File: config.mk
export PLATFORM = sky130hd
export DESIGN_NAME = csv_field_splitter
export DESIGN_NICKNAME = d
export VERILOG_FILES = /design/src/rtl/core/csvfs_pkg.sv /design/src/rtl/core/csv_field_splitter.sv /design/src/rtl/core/csvfs_ctrl.sv /design/src/rtl/core/csvfs_dp.sv
export SDC_FILE = /design/constraint.sdc
export NUM_CORES = 1
export LEC_CHECK = 0
export BUFFER_PORTS_ARGS = -buffer_cell sky130_fd_sc_hd__buf_2
export CORE_ASPECT_RATIO = 0.5
export CORE_UTILIZATION = 48
export CTS_CLUSTER_SIZE = 20
export DETAILED_ROUTE_END_ITERATION = 12
export PLACE_DENSITY = 0.66
export SYNTH_ARGS = -nofsm -noshare
export SYNTH_HDL_FRONTEND = slang
export SYNTH_SLANG_ARGS = --single-unit
File: constraint.sdc
create_clock -name clk_i -period 4.4 [get_ports clk_i]
set_input_delay 0.22 -clock clk_i [delete_from_list [all_inputs] [get_ports clk_i]]
set_output_delay 0.22 -clock clk_i [all_outputs]
set_load 0.01 [all_outputs]
File: src/rtl/core/csvfs_pkg.sv
package csvfs_pkg;

  localparam int unsigned PENDING_DEPTH = 16;
  localparam int unsigned CNT_W = $clog2(PENDING_DEPTH + 1);
  localparam int unsigned IDX_W = (PENDING_DEPTH > 1) ? $clog2(PENDING_DEPTH) : 1;

  localparam logic [7:0] QUOTE_BYTE = 8'h22;
  localparam logic [7:0] CR_BYTE    = 8'h0D;
  localparam logic [7:0] LF_BYTE    = 8'h0A;
  localparam logic [7:0] NUL_BYTE   = 8'h00;
  localparam logic [7:0] SPACE_BYTE = 8'h20;
  localparam logic [7:0] TAB_BYTE   = 8'h09;
  localparam logic [7:0] CR_LAST_WS = 8'h0D;
  localparam logic [2:0] SPACE_CODE = 3'd5;

  localparam logic [7:0] DELIM_RESET = 8'd44;

  localparam logic OP_BYTE = 1'b0;
  localparam logic OP_EOL  = 1'b1;

  localparam logic CFG_DELIMITER = 1'b0;
  localparam logic CFG_TRIM      = 1'b1;

  typedef enum logic [1:0] {
    KIND_BYTE       = 2'd0,
    KIND_FIELD_END  = 2'd1,
    KIND_RECORD_END = 2'd2
  } kind_e;

  typedef enum logic [1:0] {
    ERR_NONE     = 2'd0,
    ERR_QUOTE    = 2'd1,
    ERR_OVERFLOW = 2'd2
  } err_e;

  typedef enum logic [1:0] {
    ACT_NONE,
    ACT_EMIT,
    ACT_FLUSH
  } act_e;

  typedef enum logic [1:0] {
    ST_IDLE,
    ST_FLUSH,
    ST_LAST
  } state_e;

  typedef struct packed {
    logic accept;
    logic flush_step;
    logic last_step;
  } cmd_t;

  typedef struct packed {
    act_e act;
    logic out_free;
    logic flush_last;
    logic hold_ovf;
  } sts_t;

  function automatic logic is_ws(input logic [7:0] c);
    return ((c >= TAB_BYTE) && (c <= CR_LAST_WS)) || (c == SPACE_BYTE);
  endfunction

  function automatic logic [2:0] ws_code(input logic [7:0] c);
    logic [7:0] diff;
    diff = c - TAB_BYTE;
    return (c == SPACE_BYTE) ? SPACE_CODE : diff[2:0];
  endfunction

  function automatic logic [7:0] ws_byte(input logic [2:0] code);
    return (code == SPACE_CODE) ? SPACE_BYTE : (TAB_BYTE + {5'b0, code});
  endfunction

endpackage

File: src/rtl/core/csv_field_splitter.sv
// Channel  Direction  Handshake              Payload
// input    in         in_valid_i/in_ready_o  op_i, ch_i
// output   out        out_valid_o/out_ready_i out_byte_o, kind_o, error_o, last_of_run_o
// config   in         cfg_we_i               cfg_idx_i, cfg_wdata_i
//
// Items that yield at most one result stream at one per cycle while the output register is not stalled.
// An item that releases held bytes is taken first, then each held byte is emitted in order, and
// then the content byte; on a buffer overflow there is no content byte.
// Every result passes through the single output register, so the buffer drains one byte a cycle unless stalled.
// Input is not taken while held bytes drain or while the output register is full and stalled.
// Reset is asynchronous and active low; the whitespace buffer itself is not cleared.
module csv_field_splitter (
  input  logic       clk_i,
  input  logic       rst_ni,
  input  logic       cfg_we_i,
  input  logic       cfg_idx_i,
  input  logic [7:0] cfg_wdata_i,
  input  logic       in_valid_i,
  output logic       in_ready_o,
  input  logic       op_i,
  input  logic [7:0] ch_i,
  output logic       out_valid_o,
  input  logic       out_ready_i,
  output logic [7:0] out_byte_o,
  output logic [1:0] kind_o,
  output logic [1:0] error_o,
  output logic       last_of_run_o
);

  csvfs_pkg::cmd_t cmd;
  csvfs_pkg::sts_t sts;

  csvfs_ctrl u_ctrl (
    .clk_i      (clk_i),
    .rst_ni     (rst_ni),
    .in_valid_i (in_valid_i),
    .in_ready_o (in_ready_o),
    .sts_i      (sts),
    .cmd_o      (cmd)
  );

  csvfs_dp u_dp (
    .clk_i         (clk_i),
    .rst_ni        (rst_ni),
    .cfg_we_i      (cfg_we_i),
    .cfg_idx_i     (cfg_idx_i),
    .cfg_wdata_i   (cfg_wdata_i),
    .op_i          (op_i),
    .ch_i          (ch_i),
    .out_valid_o   (out_valid_o),
    .out_ready_i   (out_ready_i),
    .out_byte_o    (out_byte_o),
    .kind_o        (kind_o),
    .error_o       (error_o),
    .last_of_run_o (last_of_run_o),
    .cmd_i         (cmd),
    .sts_o         (sts)
  );

endmodule

File: src/rtl/core/csvfs_ctrl.sv
module csvfs_ctrl (
  input  logic               clk_i,
  input  logic               rst_ni,
  input  logic               in_valid_i,
  output logic               in_ready_o,
  input  csvfs_pkg::sts_t    sts_i,
  output csvfs_pkg::cmd_t    cmd_o
);

  csvfs_pkg::state_e state_q, state_d;

  always_comb begin
    state_d = state_q;
    case (state_q)
      csvfs_pkg::ST_IDLE: begin
        if (in_valid_i && sts_i.out_free && (sts_i.act == csvfs_pkg::ACT_FLUSH)) begin
          state_d = csvfs_pkg::ST_FLUSH;
        end
      end
      csvfs_pkg::ST_FLUSH: begin
        if (sts_i.out_free && sts_i.flush_last) begin
          state_d = sts_i.hold_ovf ? csvfs_pkg::ST_IDLE : csvfs_pkg::ST_LAST;
        end
      end
      csvfs_pkg::ST_LAST: begin
        if (sts_i.out_free) begin
          state_d = csvfs_pkg::ST_IDLE;
        end
      end
      default: begin
        state_d = csvfs_pkg::ST_IDLE;
      end
    endcase
  end

  always_comb begin
    in_ready_o = 1'b0;
    cmd_o      = '0;
    case (state_q)
      csvfs_pkg::ST_IDLE: begin
        in_ready_o   = sts_i.out_free;
        cmd_o.accept = in_valid_i && sts_i.out_free;
      end
      csvfs_pkg::ST_FLUSH: begin
        cmd_o.flush_step = sts_i.out_free;
      end
      csvfs_pkg::ST_LAST: begin
        cmd_o.last_step = sts_i.out_free;
      end
      default: begin
        in_ready_o = 1'b0;
      end
    endcase
  end

  always_ff @(posedge clk_i or negedge rst_ni) begin
    if (!rst_ni) begin
      state_q <= csvfs_pkg::ST_IDLE;
    end else begin
      state_q <= state_d;
    end
  end

endmodule

File: src/rtl/core/csvfs_dp.sv
module csvfs_dp (
  input  logic            clk_i,
  input  logic            rst_ni,
  input  logic            cfg_we_i,
  input  logic            cfg_idx_i,
  input  logic [7:0]      cfg_wdata_i,
  input  logic            op_i,
  input  logic [7:0]      ch_i,
  output logic            out_valid_o,
  input  logic            out_ready_i,
  output logic [7:0]      out_byte_o,
  output logic [1:0]      kind_o,
  output logic [1:0]      error_o,
  output logic            last_of_run_o,
  input  csvfs_pkg::cmd_t cmd_i,
  output csvfs_pkg::sts_t sts_o
);

  localparam int unsigned CNT_W = csvfs_pkg::CNT_W;
  localparam int unsigned IDX_W = csvfs_pkg::IDX_W;
  localparam int unsigned DEPTH = csvfs_pkg::PENDING_DEPTH;

  logic [7:0]       delim_q;
  logic             trim_q;
  logic             in_quotes_q, quote_pend_q, raw_empty_q, started_q, stopped_q, ovf_q;
  logic [CNT_W-1:0] count_q, count_d;
  logic [2:0]       pend_q [DEPTH];
  logic [IDX_W-1:0] flush_idx_q;
  logic [7:0]       hold_ch_q;
  logic             hold_ovf_q;

  logic             out_valid_q;
  logic [7:0]       out_byte_q;
  csvfs_pkg::kind_e kind_q;
  csvfs_pkg::err_e  err_q;
  logic             last_q;

  // Next line state for the item at the input, applied when it is accepted.
  logic             p_inq, p_qp, p_empty, p_started, p_stopped, p_ovf;
  logic [CNT_W-1:0] p_count;
  csvfs_pkg::act_e  p_act;
  logic             p_ovf_mode, p_wr;
  csvfs_pkg::kind_e p_kind;
  csvfs_pkg::err_e  p_err;
  logic [7:0]       p_byte;
  logic             content;
  logic [7:0]       cbyte;
  logic             inq_eff;

  logic             flush_last;
  logic             wr_en;
  logic [IDX_W-1:0] wr_addr;
  logic [2:0]       wr_data;
  logic             load_out;
  logic [7:0]       nb;
  csvfs_pkg::kind_e nk;
  csvfs_pkg::err_e  ne;
  logic             nl;

  always_comb begin
    p_inq      = in_quotes_q;
    p_qp       = quote_pend_q;
    p_empty    = raw_empty_q;
    p_started  = started_q;
    p_stopped  = stopped_q;
    p_ovf      = ovf_q;
    p_count    = count_q;
    p_act      = csvfs_pkg::ACT_NONE;
    p_ovf_mode = 1'b0;
    p_wr       = 1'b0;
    p_kind     = csvfs_pkg::KIND_BYTE;
    p_err      = csvfs_pkg::ERR_NONE;
    p_byte     = '0;
    content    = 1'b0;
    cbyte      = ch_i;
    inq_eff    = quote_pend_q ? 1'b0 : in_quotes_q;
    if (op_i == csvfs_pkg::OP_EOL) begin
      p_act  = csvfs_pkg::ACT_EMIT;
      p_kind = csvfs_pkg::KIND_RECORD_END;
      if (inq_eff) begin
        p_err = csvfs_pkg::ERR_QUOTE;
      end else if (ovf_q) begin
        p_err = csvfs_pkg::ERR_OVERFLOW;
      end
      p_inq     = 1'b0;
      p_qp      = 1'b0;
      p_stopped = 1'b0;
      p_ovf     = 1'b0;
      p_empty   = 1'b1;
      p_started = 1'b0;
      p_count   = '0;
    end else if (!stopped_q) begin
      if (ch_i == csvfs_pkg::NUL_BYTE) begin
        p_qp      = 1'b0;
        p_inq     = inq_eff;
        p_stopped = 1'b1;
      end else if (quote_pend_q && (ch_i == csvfs_pkg::QUOTE_BYTE)) begin
        p_qp    = 1'b0;
        content = 1'b1;
      end else begin
        p_qp  = 1'b0;
        p_inq = inq_eff;
        if (!inq_eff && raw_empty_q && (ch_i == csvfs_pkg::QUOTE_BYTE)) begin
          p_inq = 1'b1;
        end else if (inq_eff && (ch_i == csvfs_pkg::QUOTE_BYTE)) begin
          p_qp = 1'b1;
        end else if (!inq_eff && (ch_i == delim_q)) begin
          p_act     = csvfs_pkg::ACT_EMIT;
          p_kind    = csvfs_pkg::KIND_FIELD_END;
          p_empty   = 1'b1;
          p_started = 1'b0;
          p_count   = '0;
        end else if (!inq_eff && ((ch_i == csvfs_pkg::CR_BYTE) ||
                                  (ch_i == csvfs_pkg::LF_BYTE))) begin
          p_stopped = 1'b1;
        end else begin
          content = 1'b1;
        end
      end
    end
    if (content) begin
      p_empty = 1'b0;
      if (trim_q && csvfs_pkg::is_ws(cbyte)) begin
        if (started_q) begin
          if (count_q < CNT_W'(DEPTH)) begin
            p_wr    = 1'b1;
            p_count = count_q + CNT_W'(1);
          end else begin
            p_act      = csvfs_pkg::ACT_FLUSH;
            p_ovf_mode = 1'b1;
            p_ovf      = 1'b1;
          end
        end
      end else begin
        p_started = 1'b1;
        if (count_q != '0) begin
          p_act = csvfs_pkg::ACT_FLUSH;
        end else begin
          p_act  = csvfs_pkg::ACT_EMIT;
          p_kind = csvfs_pkg::KIND_BYTE;
          p_byte = cbyte;
        end
      end
    end
  end

  assign flush_last = (flush_idx_q == IDX_W'(count_q - CNT_W'(1)));

  assign sts_o.act        = p_act;
  assign sts_o.out_free   = !out_valid_q || out_ready_i;
  assign sts_o.flush_last = flush_last;
  assign sts_o.hold_ovf   = hold_ovf_q;

  always_comb begin
    wr_en   = 1'b0;
    wr_addr = count_q[IDX_W-1:0];
    wr_data = csvfs_pkg::ws_code(ch_i);
    count_d = count_q;
    if (cmd_i.accept) begin
      wr_en   = p_wr;
      count_d = p_count;
    end else if (cmd_i.flush_step && flush_last && hold_ovf_q) begin
      wr_en   = 1'b1;
      wr_addr = '0;
      wr_data = csvfs_pkg::ws_code(hold_ch_q);
      count_d = CNT_W'(1);
    end else if (cmd_i.last_step) begin
      count_d = '0;
    end
  end

  always_comb begin
    load_out = 1'b0;
    nb       = '0;
    nk       = csvfs_pkg::KIND_BYTE;
    ne       = csvfs_pkg::ERR_NONE;
    nl       = 1'b1;
    if (cmd_i.accept && (p_act == csvfs_pkg::ACT_EMIT)) begin
      load_out = 1'b1;
      nb       = p_byte;
      nk       = p_kind;
      ne       = p_err;
    end else if (cmd_i.flush_step) begin
      load_out = 1'b1;
      nb       = csvfs_pkg::ws_byte(pend_q[flush_idx_q]);
      nl       = flush_last && hold_ovf_q;
    end else if (cmd_i.last_step) begin
      load_out = 1'b1;
      nb       = hold_ch_q;
    end
  end

  always_ff @(posedge clk_i or negedge rst_ni) begin
    if (!rst_ni) begin
      delim_q      <= csvfs_pkg::DELIM_RESET;
      trim_q       <= 1'b0;
      in_quotes_q  <= 1'b0;
      quote_pend_q <= 1'b0;
      raw_empty_q  <= 1'b1;
      started_q    <= 1'b0;
      stopped_q    <= 1'b0;
      ovf_q        <= 1'b0;
      count_q      <= '0;
      flush_idx_q  <= '0;
      hold_ovf_q   <= 1'b0;
      out_valid_q  <= 1'b0;
    end else begin
      if (cfg_we_i) begin
        case (cfg_idx_i)
          csvfs_pkg::CFG_DELIMITER: delim_q <= cfg_wdata_i;
          csvfs_pkg::CFG_TRIM:      trim_q  <= cfg_wdata_i[0];
          default:                  trim_q  <= trim_q;
        endcase
      end
      if (cmd_i.accept) begin
        in_quotes_q  <= p_inq;
        quote_pend_q <= p_qp;
        raw_empty_q  <= p_empty;
        started_q    <= p_started;
        stopped_q    <= p_stopped;
        ovf_q        <= p_ovf;
        flush_idx_q  <= '0;
        hold_ovf_q   <= p_ovf_mode;
      end else if (cmd_i.flush_step) begin
        flush_idx_q <= flush_idx_q + IDX_W'(1);
      end
      count_q     <= count_d;
      out_valid_q <= load_out || (out_valid_q && !out_ready_i);
    end
  end

  always_ff @(posedge clk_i) begin
    if (wr_en) begin
      pend_q[wr_addr] <= wr_data;
    end
    if (cmd_i.accept) begin
      hold_ch_q <= ch_i;
    end
    if (load_out) begin
      out_byte_q <= nb;
      kind_q     <= nk;
      err_q      <= ne;
      last_q     <= nl;
    end
  end

  assign out_valid_o   = out_valid_q;
  assign out_byte_o    = out_byte_q;
  assign kind_o        = kind_q;
  assign error_o       = err_q;
  assign last_of_run_o = last_q;

`ifndef SYNTHESIS
  a_count_bound: assert property (@(posedge clk_i) disable iff (!rst_ni)
    count_q <= CNT_W'(DEPTH))
    else $error("Held whitespace count exceeds the buffer depth.");

  a_flush_nonempty: assert property (@(posedge clk_i) disable iff (!rst_ni)
    cmd_i.flush_step |-> (count_q != '0))
    else $error("Flush step with an empty whitespace buffer.");

  a_last_not_ovf: assert property (@(posedge clk_i) disable iff (!rst_ni)
    cmd_i.last_step |-> !hold_ovf_q)
    else $error("Content byte emitted after an overflow flush.");

  a_eol_clears: assert property (@(posedge clk_i) disable iff (!rst_ni)
    (cmd_i.accept && (op_i == csvfs_pkg::OP_EOL)) |=>
      ((count_q == '0) && !in_quotes_q && !stopped_q && !ovf_q))
    else $error("Line state not cleared after end of line.");
`endif

endmodule

==> metrics.csv <==
metric,value,unit
status,"finished, final reports clean",
finalSetupTns,0,ps
synth_cell_types,58,
cts.htree.levels,3,
cts_root_buf,clkbuf_16,
yosys.area.top_type,edfxtp_1,
gp_congestion,0.8794,
syn_inst,356,
seq_area_frac_synth,58.89,%
hold_start,cfg_wdata_i[1],
ys_ff_latch,97,
path_clk_slew,70,ps
critical_path_required,4450,ps
hold_viol_final,0,
dieArea,10250,sq um
cts_max_path_buffers,2,
numCtsBuffers,9,
power,2.723,mW
mappedNetlistNets,389,
cts_resized,0,
peakVddDrop,0.0002070,V
port_buffers,37,
viasPerCell,5.914,
crit_path_top_delay_cell,o32a_1,
tightest_slew,823.0,ps
overflow,0,
r2r_start,u_dp.count_q[0],
antenna_left,0,
via_count,3164,
drtIter0Drc,290,
synth_edf_count,69,
initial_core_util,49.77,%
clock_latency,350,ps
fin_nets,428,
cts_tree,built,
drv_cap,0,
skew,8.448,ps
finalWirelength,9.979,mm
core,9478,sq um
final_layout_size_suffix_gt1_share,23.50,%
ys_async_sr_fraction,28.87,%
cts_setup_buffers,0,
ys_top_cells_by_area,"edfxtp_1 (44%), dfrtp_1 (13%), mux4_2 (6.2%)",
drc_errors,0,
cp.arrival,3790,ps
synth_top_area_share,43.93,%
cellLeakagePower,1.970,nW
wl_per_cell,18.65,um
postCtsHoldBufs,1,
dp_slack,719.3,ps
clock_sinks,97,
path_cells,inv_1 > ha_1 > xnor2_1 > mux2_2 > a2111oi_2 > nand3_1 > nand2_1 > o32a_1,
drtPass1Iterations,5,
die_h,72.10,um
antenna_found_initial,0,
syn2layout_area_growth,12.81,%
avgSynthCellArea,13.25,sq um
ioPinCount,38,
end_kind,register,
grt_pass1_vias,3026,
dpl.hpwl,7.148,mm
fillers,759,
drv_slew,0,
place_area,5047,sq um
grt_pass1_wl,15.88,mm
rows,25,
grt_use_total,21.07,%
finalSetupViolCount,0,
critPathMaxFanout,16,
path_class,reg -> reg,
slowest_delay,610,ps
die_x,142.2,um
fmax,0.2672,GHz
fin_area,5321,sq um
worst_slack,657.8,ps
layoutNonFillerInstCount,535,
synth_area,4717,sq um
finalCritPeriodShare,85.05,%
fin_util,56.15,%
ys.flop_type,edfxtp_1,
timing.final.crit_period,3742,ps
cp-startpoint,u_dp.count_q[0],
power_density,511.8,nW/um^2
slew_headroom,44.93,%
reg2reg_slack,660,ps
dp.cells,518,
start_kind,register,
ys_warn_count,0,
rsz0062_at_grt,no,
num_antenna_cells,0,
hold-worst-slack,104.1,ps
hp-class,in -> reg,
grt_max_degree,29,
[routing by layer]
metal | up-vias | GRT usage (%) | share of wire (%)
met4 | 0 | 8.363 | 1.8
li1 | 1450 | - | -
met2 | 130 | 34.10 | 46
met5 | - | 0 | 0
met1 | 1565 | 27.79 | 46
met3 | 19 | 5.149 | 6.3
[cell type report]
type	count	area (sq um)	area share, %
clock buffers	10	229.0	4.303
clock inverters	6	35.03	0.6584
repair buffers	43	232.7	4.373
well taps	135	168.9	3.174
flip-flops and latches	97	2778	52.20
inverters	21	78.83	1.481
multi-input cells	223	1799	33.81
[cell usage in the layout, fill, tap and decap left out, types with 4 or more instances in the layout]
cell type / n
edfxtp_1: 69
buf_2: 37
dfrtp_1: 24
nand2_1: 22
inv_1: 21
nor2_1: 21
nand3_1: 14
mux4_2: 13
nor3_1: 12
mux2_2: 11
xor2_1: 11
a21oi_1: 10
ha_1: 10
clkbuf_16: 9
o21ai_0: 8
nor4_1: 7
xnor2_1: 7
nand4_1: 6
nor2b_1: 5
nand2b_1: 5
and3_1: 5
buf_4: 5
a221o_1: 4
dfstp_2: 4
[power by group]
group	switching (mW)	internal (mW)	leakage, nW
Sequential	0.133	1.14	0.981
Combinational	0.406	0.335	0.870
Clock	0.328	0.378	0.120
[synth_stat cells (4+ instances only)]
cell type / instances
buf_2: 4
dfstp_2: 4
xor2_1: 11
and3_1: 5
inv_1: 21
clkbuf_1: 10
nor4_1: 7
nor2_1: 21
nor3_1: 12
a21oi_1: 10
nand4_1: 6
nand2b_1: 5
edfxtp_1: 69
mux2_2: 11
nand2_1: 22
xnor2_1: 7
nand3_1: 14
o21ai_0: 8
a221o_1: 4
nor2b_1: 5
dfrtp_1: 24
ha_1: 10
mux4_2: 13
[worst paths after layout]
| path | endpoint | cells after the start |
|---|---|---|
| setup / recovery | u_dp.pend_q[12][0] | 8 |
| hold / removal | u_dp.delim_q[1] | 2 |
| setup reg to reg | u_dp.pend_q[12][0] | 8 |
| hold reg to reg | u_dp.ovf_q | 1 |
| max in group asynchronous | u_dp.ovf_q | 2 |
| min in group asynchronous | u_dp.delim_q[7] | 2 |
[registers in the layout, indices dropped and copies added (netlist names), 2 cells and up]
signal,count
u_dp.out_byte_o,8
u_dp.error_o,2
u_dp.delim_q,8
u_dp.count_q,5
u_dp.kind_o,2
u_dp.flush_idx_q,4
u_dp.hold_ch_q,8
u_ctrl.state_q,2
u_dp.pend_q,48
[cell families after synthesis]
kind of cell	Yosys count	synth area share [%]
and+or+nand+nor	110	13.05
muxes	25	9.045
DFF	97	58.89
adders and majority gates	10	2.653
buffers and inverters	36	2.971
AOI/OAI and AO/OA	60	10.05
xor gates and xnor gates	18	3.342
[worst max-delay path, delay by kind of cell (launching register included)]
| kind | cells | cell delay (ps) |
|---|---|---|
| xor+xnor | 1 | 210 |
| compound gates | 2 | 1160 |
| flops | 1 | 540 |
| buf+inv | 1 | 160 |
| fa+ha+maj | 1 | 240 |
| mux | 1 | 380 |
| simple gates | 2 | 750 |
No activity file was read; power rests on OpenSTA's default activity.
